$ cat config.mk
export PLATFORM = sky130hd
export DESIGN_NAME = swrc_queue
export DESIGN_NICKNAME = d
export VERILOG_FILES = /design/src/rtl/swrc_pkg.sv /design/src/rtl/swrc_queue.sv
export SDC_FILE = /design/constraint.sdc
export NUM_CORES = 1
export LEC_CHECK = 0
export ABC_CLOCK_PERIOD_IN_PS = 5550
export BUFFER_PORTS_ARGS = -buffer_cell sky130_fd_sc_hd__buf_2
export CORE_ASPECT_RATIO = 0.7
export CORE_MARGIN = 2
export CORE_UTILIZATION = 54
export CTS_BUF_LIST = sky130_fd_sc_hd__clkbuf_4
export CTS_CLUSTER_SIZE = 10
export DETAILED_ROUTE_END_ITERATION = 8
export PLACE_DENSITY = 0.82
export SLEW_MARGIN = 20
export SYNTH_ARGS = -nofsm -noshare
export SYNTH_HDL_FRONTEND = slang
export SYNTH_SLANG_ARGS = --single-unit
$ cat constraint.sdc
create_clock -name clk_i -period 5.55 [get_ports clk_i]
set_input_delay 0.2775 -clock clk_i [delete_from_list [all_inputs] [get_ports clk_i]]
set_output_delay 0.2775 -clock clk_i [all_outputs]
set_load 0.02 [all_outputs]
$ cat src/rtl/swrc_pkg.sv
// ----------------------------------------------------------------------------
// swrc_pkg
// Types and codes shared by the sliding-window rate counter block.
// ----------------------------------------------------------------------------
package swrc_pkg;

  localparam int unsigned IdxW = 10;
  localparam int unsigned DataW = 64;

  typedef enum logic [1:0] {
    OP_COLLECT = 2'd0,
    OP_TICK    = 2'd1,
    OP_READ    = 2'd2,
    OP_CLEAR   = 2'd3
  } op_e;

  typedef struct packed {
    op_e                     operation;
    logic [IdxW-1:0]         counter_index;
    logic signed [DataW-1:0] amount;
  } in_t;

  typedef struct packed {
    logic signed [DataW-1:0] rate;
    logic signed [DataW-1:0] total;
  } out_t;

  // Classified command handed from the front end to the back end
  typedef struct packed {
    op_e              op;
    logic             hit;
    logic [IdxW-1:0]  idx;
    logic [DataW-1:0] amount;
  } cmd_t;

  typedef enum logic [2:0] {
    ST_INIT,
    ST_IDLE,
    ST_COLLECT,
    ST_SUM,
    ST_PREP,
    ST_DIV,
    ST_DONE,
    ST_WALK
  } st_e;

endpackage

$ cat src/rtl/swrc_queue.sv
// ----------------------------------------------------------------------------
// swrc_queue
// Two-entry command queue between front and back end.
// ----------------------------------------------------------------------------
module swrc_queue (
  input  logic           clk_i,
  input  logic           rst_ni,
  input  logic           push_i,
  input  swrc_pkg::cmd_t push_data_i,
  output logic           full_o,
  output logic           valid_o,
  output swrc_pkg::cmd_t data_o,
  input  logic           pop_i
);
  import swrc_pkg::*;

  cmd_t       entry_q [2];
  logic       wr_ptr_q, wr_ptr_d;
  logic       rd_ptr_q, rd_ptr_d;
  logic [1:0] cnt_q, cnt_d;
  logic       do_pop;

  assign full_o  = (cnt_q == 2'd2);
  assign valid_o = (cnt_q != 2'd0);
  assign data_o  = entry_q[rd_ptr_q];
  assign do_pop  = pop_i && valid_o;

  always_comb begin
    wr_ptr_d = push_i ? ~wr_ptr_q : wr_ptr_q;
    rd_ptr_d = do_pop ? ~rd_ptr_q : rd_ptr_q;
    cnt_d    = cnt_q + {1'b0, push_i} - {1'b0, do_pop};
  end

  always_ff @(posedge clk_i or negedge rst_ni) begin
    if (!rst_ni) begin
      wr_ptr_q <= 1'b0;
      rd_ptr_q <= 1'b0;
      cnt_q    <= 2'd0;
    end else begin
      wr_ptr_q <= wr_ptr_d;
      rd_ptr_q <= rd_ptr_d;
      cnt_q    <= cnt_d;
    end
  end

  always_ff @(posedge clk_i) begin
    if (push_i) begin
      entry_q[wr_ptr_q] <= push_data_i;
    end
  end

endmodule

* Yosys cells after proc, flatten, opt, wreduce, memory -nomap -nowiden
Memory sizes are Yosys's and may differ from the RTL's.
Cells that the tools add are included.
** Storage, ports and cells
- Bits in writable memories :: 154
- Register bits :: 4
- Memories kept :: 1
- Output and inout port bits :: 79
** Memory list
- entry_q :: words 2, width 77, read ports 1, clocked after Yosys merged registers in 0, write ports 1, line swrc_queue.sv:17 : cmd_t entry_q [2];
** Cells by class
- Add/sub/neg operators :: 2
- Reduce and logical (&&, ||, !) cells :: 2
- Bitwise gates (word level) :: 2
- Equal/unequal tests :: 1
- Multiplexer cells :: 2
** Operators by type and width (count)
- $add 2x1->2 :: 1
- $eq 2x2->1 const B :: 1
- $mux 1 :: 2
- $not 1->1 :: 2
- $reduce_bool 2->1 :: 1
- $sub 2x1->2 :: 1
- $logic_and 1x1->1 :: 1

* Longest topological paths before layout
Gate-level depths: netlist of run 1.
- Depth after elaboration :: 3
- Depth in mapped cells :: 6

* Worst setup path after synthesis of run 1
OpenSTA, ideal clock, no wires.
- Path type :: register to register
- From :: register wr_ptr_q
- To :: memory entry_q[0][0] in the netlist's numbering, enable pin
- Cell stages (with the launch flop) :: 2
- Required time :: 5.028 ns
- Path slack :: 1.210 ns
- Clock period less this slack :: 4.340 ns
- Arrival :: 3.818 ns
- Path buffers :: 0
- Cells stage by stage :: dfrtp_1 > nor2b_1
** RTL lines
- from (decl) :: line swrc_queue.sv:18 : logic wr_ptr_q, wr_ptr_d;
- from (signal assigned) :: line swrc_queue.sv:40 : wr_ptr_q <= wr_ptr_d;
- to (decl) :: line swrc_queue.sv:17
Straight into the memory's write port.

==> results_dict.tcl, run 1 <==
set metrics [dict create \
    core_area_mm2 0.0104 \
    clkSlewWorstSetupHoldPaths_ns 0.13 \
    start_util 0.559 \
    drv_slew 0 \
    vias 3314 \
    grt_overflow 0 \
    leakage_nw 3.11 \
    cp_slowest_cell "dfrtp_4" \
    root_buffer "clkbuf_4" \
    rr_endpoint "entry_q[0][4]$_DFFE_PP_" \
    crit_family "flip-flops" \
    ir_drop_uv 330 \
    critPathKind "reg -> out" \
    via_per_inst 5.07 \
    r2r_cells 2 \
    io-pin-count 160 \
    wl_per_cell_um 18.0 \
    cts.sinks 158 \
    cts_tree "done" \
    min_path_type "in -> reg" \
    cts_buffer_depth 2 \
    critical_path_arrival_ns 2.26 \
    area_delta_synth_final_pct 36.5 \
    power.total_mw 3.82 \
    hold_end "rd_ptr_q$_DFFE_PN0P_" \
    min_path_cells 3 \
    power.density_mw_per_mm2 479 \
    post_cts_buffers 0 \
    die_area_mm2 0.0117 \
    max_freq_mhz 395 \
    ys_ff_latch 158 \
    cts_hold_buffers 79 \
    yosysTopAreaCellShare 0.792 \
    synth-xor-area-share 0.00600 \
    finalNonFillerCells 654 \
    yosys-mux-area-fraction 0.161 \
    syn-num-nets 340 \
    h-tree-depth 4 \
    min-delay-start "pop_i" \
    synth_top_area_cell "edfxtp_1" \
    synth_area_leaders "edfxtp_1 (79%), mux2_2 (11%), mux2_4 (5.1%)" \
    cp_cell_sequence "buf_12 -> mux2_2 -> buf_2" \
    drive_gt1_frac 0.529 \
    maxCapViolCount 0 \
    mostFrequentLayoutCells "buf_2 (159), edfxtp_1 (154), dlygate4sd3_1 (79)" \
    grt_pass1_wl_um 17800 \
    finish.utilization 0.764 \
    nets 592 \
    regToRegStartpoint "wr_ptr_q$_DFFE_PN0P_" \
    synth_compound_area_frac 0.00129 \
    hold_viol 0 \
    min_period_ns 2.53 \
    worst-path-buf-inv 2 \
    status "completed" \
    grt_max_degree 79 \
    synth_cell_types 14 \
    combPwrFrac 0.340 \
    die_h_um 91.0 \
    dpl.hpwl_um 6240 \
    rsz0062_at_grt "no" \
    pwr-share-clk 0.214 \
    synthCells 257 \
    critPathLaunchType "register" \
    drc 0 \
    r2r_slack_ns 3.53 \
    finalSetupViolations 0 \
    synth_top_family_by_area "multiplexers" \
    cp_max_fo 46 \
    grt_pass1_vias 3517 \
    layout_commonest_cell "buf_2" \
    cp-startpoint "rd_ptr_q$_DFFE_PN0P_" \
    cts_resized 0 \
    antenna_found_initial 0 \
    place_congestion 0.742 \
    power_frac_seq 0.446 \
    relSlewSlack 0.523 \
    post-route-period-util 0.457 \
    worst_pin_slew_ns 0.713 \
    synthAdderAreaFrac 0.00429 \
    synth-simple-area-share 0.00429 \
    yosysWarnings 0 \
    clkLatencyLatePin_ns 0.52 \
    max_stage_delay_ns 0.81 \
    die_w_um 128 \
    p_switching_mw 1.25 \
    p_sw_frac 0.326 \
    totalNegativeSetupSlack_ns 0 \
    skew_ns 0.0166 \
    portBuffers 159 \
    n_antenna_cell 0 \
    wl_um 11800 \
    antenna_left 0 \
    drt_first_iter_violations 187 \
    syn_avg_cell_area_um2 22.7 \
    num_rows 31 \
    synth.cell_area_mm2 0.00584 \
    worstPathRequired_ns 5.27 \
    grt_usage 0.207 \
    cp-end-kind "output port" \
    drtPass1Iterations 4 \
    cts_made_buffers 17 \
    p_int_mw 2.57 \
    place_inst 540 \
    ys_seq_area_frac 0.809 \
]
## power groups by stage
stage,logic (mW),clock network (mW),registers [mW]
after floorplan,0.936,0,1.67
after global placement,1.13,0,1.78
after detailed placement,1.15,0,1.80
after CTS,1.20,0.829,1.77
after global routing,1.38,0.880,1.73
final,1.30,0.817,1.70
## metrics by stage
step / area, um^2 / worst slack, ns / hold slack, ns
final: 7970 / 3.02 / 0.0685
after global routing: 7970 / 2.86 / 0.0216
after CTS: 7890 / 2.83 / 0.0121
after detailed placement: 6750 / 3.15 / 0.0901
after global placement: 6750 / 3.23 / 0.0829
after floorplan: 5840 / 1.21 / -0.0181
## worst min-delay path: stages
cell    delay (ns)
buf_2         0.08
o21a_1        0.14
xor2_1        0.07
## Yosys cell counts, drive strengths merged
| cell | instances |
|---|---|
| nor2b | 2 |
| inv | 2 |
| o21a | 1 |
| or2 | 1 |
| mux2 | 77 |
| buf | 9 |
| xnor2 | 2 |
| xor2 | 2 |
| dfrtp | 4 |
| ha | 2 |
| edfxtp | 154 |
| and2 | 1 |
## worst max-delay path by stage
stage,to,slack [ns],cells after the start
2_1_floorplan,entry_q[0][0]$_DFFE_PP_,1.21,1
3_3_place_gp,entry_q[0][70]$_DFFE_PP_,3.23,3
3_5_place_dp,entry_q[0][69]$_DFFE_PP_,3.15,3
4_1_cts,data_o[24],2.83,2
5_1_grt,data_o[24],2.86,3
6_report,data_o[24],3.02,3
## logic make-up (layout without fill, tap and decap cells)
| kind of cell | Yosys count | count (layout) |
|---|---|---|
| compound gates | 1 | 1 |
| fa+ha+maj | 2 | 2 |
| mux | 77 | 77 |
| simple gates | 4 | 4 |
| xor+xnor | 4 | 4 |
| flops | 158 | 158 |
| buf+inv | 11 | 276 |
## metal layers
layer	track usage	wire length, um	vias up
met2	0.352	5910	135
met5	0	0	-
met4	0.0668	212	0
met3	0.0849	898	19
met1	0.241	4760	1635
li1	-	-	1525
## area by class of cell
cell class,instances,area (um^2)
well taps,132,165
clock buffers,19,143
multi-input cells,88,1040
inverters,2,7.51
clock inverters,13,210
repair buffers,242,1670
fillers,574,2470
flip-flops and latches,158,4730
## sequential cells by signal (all words and copies together), names as in the netlist
name      cells
entry_q     154
cnt_q         2
rd_ptr_q      1
wr_ptr_q      1
Note: power is estimated with default switching activity, not from simulation.
==> inputs of run 2 (changes only) <==
- ABC_AREA: not set -> 1
- ABC_CLOCK_PERIOD_IN_PS: 5550 -> 2400
- clock period: 5.55 -> 2.4 ns (I/O delays scaled with it)
==> run 2 against run 1 <==
Sequential power grew 120%. Via count up 22%. Cell count increased by 26%. Highest routed layer unchanged. Area after synthesis fell by 0.19%. Die area is 0.19% lower. Global-route usage up 2.6 points. Register-to-register slack lost 2.6 ns. Design area fell by 1.9%. Clock power grew 84%.
==> results_dict.tcl, run 2 <==
set metrics [dict create \
    hold_ws_ns 0.318 \
    pwr-share-clk 0.174 \
    post-route-period-util 0.889 \
    cts_tree "done" \
    clkLatencyLatePin_ns 0.52 \
    grt_busiest_layer "met2" \
    ys_seq_area_frac 0.811 \
    totalNegativeSetupSlack_ns 0 \
    crit_family "buffers and inverters" \
    grt_pass1_wl_um 20500 \
    finalSetupViolations 0 \
    power.density_mw_per_mm2 1100 \
    wl_um 13100 \
    n_antenna_cell 0 \
    use_met2 0.402 \
    synth.cell_area_mm2 0.00583 \
    max_stage_delay_ns 0.64 \
    wl_per_cell_um 15.8 \
    drive_gt1_frac 0.288 \
    area_delta_synth_final_pct 34.2 \
    syn-num-nets 515 \
    drv_slew 0 \
    yosysMostFrequentCell "nand2_1" \
    p_int_mw 5.25 \
    cp-end-kind "output port" \
    use_met3 0.0634 \
    yosys-mux-area-fraction 0 \
    hold_viol 0 \
    synthCells 432 \
    antenna_left 0 \
    power_frac_seq 0.441 \
    regMostFlops "entry_q" \
    grt_overflow 0 \
    grt_util_met1 0.286 \
    synth-xor-area-share 0.00150 \
    rsz0062_at_grt "no" \
    r2r_cells 9 \
    synth_area_leaders "edfxtp_1 (79%), nand2_1 (16%), dfrtp_1 (1.7%)" \
    ys_async_sr_fraction 0.0253 \
    synth_edf_count 154 \
    largest_reg_flops 154 \
    mostFrequentLayoutCells "nand2_1 (241), buf_2 (159), edfxtp_1 (154)" \
    finalNonFillerCells 824 \
    synthTopCellsByCount "nand2_1 (241), edfxtp_1 (154), buf_2 (11), inv_1 (8), dfrtp_1 (4)" \
    via_per_inst 4.89 \
    rr_endpoint "cnt_q[1]$_DFF_PN0_" \
    worstSetupPathDepth 4 \
    synth-simple-area-share 0.158 \
    syn_avg_cell_area_um2 13.5 \
    max_freq_mhz 469 \
    cp_cell_sequence "buf_4 -> nand2_1 -> nand2_1 -> buf_2" \
    cts_made_buffers 17 \
    portBuffers 159 \
    cts_buffer_depth 2 \
    drtPass1Iterations 4 \
    synth_top_area_cell "edfxtp_1" \
    skew_ns 0.0194 \
    drc 0 \
    min_path_type "in -> reg" \
    critical_path_arrival_ns 2.01 \
    cp_common_cell "nand2_1" \
    p_switching_mw 3.36 \
    critPathLaunchType "register" \
    yosysWarnings 0 \
    die_area_mm2 0.0116 \
    synth_compound_area_frac 0 \
    worst-path-buf-inv 2 \
    cp_slowest_cell "buf_4" \
    relSlewSlack 0.448 \
    worstPathRequired_ns 2.28 \
    grt_pass1_vias 4212 \
    root_buffer "clkbuf_4" \
    die_h_um 90.9 \
    leakage_nw 3.42 \
    start_util 0.558 \
    regToRegStartpoint "cnt_q[1]$_DFF_PN0_" \
    worst_pin_slew_ns 0.827 \
    yosys_most_used_dff "edfxtp_1" \
    min-delay-start "push_data_i[19]" \
    core_area_mm2 0.0104 \
    drt_first_iter_violations 285 \
    place_inst 712 \
    yosysTopAreaCellShare 0.794 \
    status "completed" \
    maxCapViolCount 0 \
    grt_usage 0.234 \
    grt_max_degree 79 \
    antenna_found_initial 0 \
    place_congestion 0.768 \
    nets 763 \
    h-tree-depth 4 \
    vias 4027 \
    clkSlewWorstSetupHoldPaths_ns 0.14 \
    cp_max_fo 78 \
    critPathKind "reg -> out" \
    cts.sinks 158 \
    die_w_um 128 \
    io-pin-count 160 \
    synth_cell_types 12 \
    r2r_slack_ns 0.91 \
    num_rows 31 \
    ir_drop_uv 609 \
    hold_end "entry_q[1][19]$_DFFE_PP_" \
    p_sw_frac 0.390 \
    min_period_ns 2.13 \
    combPwrFrac 0.385 \
    synth_top_family_by_area "simple AND/OR/NAND/NOR gates" \
    min_path_cells 2 \
    synthAdderAreaFrac 0.00430 \
    layout_commonest_cell "nand2_1" \
    post_cts_buffers 0 \
    dpl.hpwl_um 7170 \
    ys_ff_latch 158 \
    reg_top3 "entry_q: 154 flops, cnt_q: 2 flops" \
]
-- run 2: cells by family after synthesis --
family        Yosys count
xor+xnor                1
fa+ha+maj               2
buf+inv                26
flops                 158
simple gates          245
-- run 2: cell type report --
type / instances / area, um^2
fillers: 645 / 2620
multi-input cells: 248 / 963
well taps: 132 / 165
inverters: 9 / 35.0
clock inverters: 12 / 123
repair buffers: 246 / 1660
clock buffers: 19 / 143
flip-flops and latches: 158 / 4730
-- run 2: how the worst max path moves through the flow --
stage                                     from                      end  slack, ns
after global routing      rd_ptr_q$_DFFE_PN0P_               data_o[61]       0.04
final                     rd_ptr_q$_DFFE_PN0P_               data_o[61]       0.27
after detailed placement  rd_ptr_q$_DFFE_PN0P_               data_o[20]       0.85
after floorplan           wr_ptr_q$_DFFE_PN0P_  entry_q[1][0]$_DFFE_PP_      0.005
after global placement    rd_ptr_q$_DFFE_PN0P_               data_o[62]       0.89
after CTS                 rd_ptr_q$_DFFE_PN0P_               data_o[30]       0.21
-- run 2: worst reg2reg max path, cell delays in order (launching register included) --
cell	delay (ns)
dfrtp_1	0.40
inv_1	0.09
nand2_1	0.11
nand2_1	0.12
inv_1	0.05
ha_1	0.27
inv_1	0.04
ha_1	0.19
nand3_1	0.09
nand2_1	0.05
-- run 2: metrics by stage --
stage | power, mW | cell area [um^2] | worst slack, ns | utilization
floorplan | 6.01 | 5830 | 0.00535 | -
global placement | 6.97 | 6740 | 0.890 | 0.646
detailed placement | 7.05 | 6740 | 0.854 | 0.646
CTS | 8.64 | 7820 | 0.215 | 0.749
global route | 9.11 | 7820 | 0.0423 | 0.749
finish | 8.61 | 7820 | 0.266 | 0.749
-- run 2: power groups by stage --
stage                     Combinational (mW)  Sequential (mW)  Clock, mW
after floorplan                         2.17             3.84          0
after global placement                  3.14             3.83          0
after detailed placement                3.19             3.86          0
after CTS                               3.31             3.80       1.54
after global routing                    3.63             3.85       1.63
final                                   3.32             3.80       1.50
-- run 2: metal layers --
metal | vias to the layer above | routed length [um]
met1 | 1890 | 5470
met5 | - | 0
li1 | 1946 | -
met2 | 179 | 6530
met4 | 0 | 123
met3 | 12 | 939
-- run 2: what timing repair did --
action,4_1_cts,5_1_grt
hold endpoints to repair,161,0
endpoints found under the setup margin,0,0
resized for setup,0,0
hold buffers,81,0
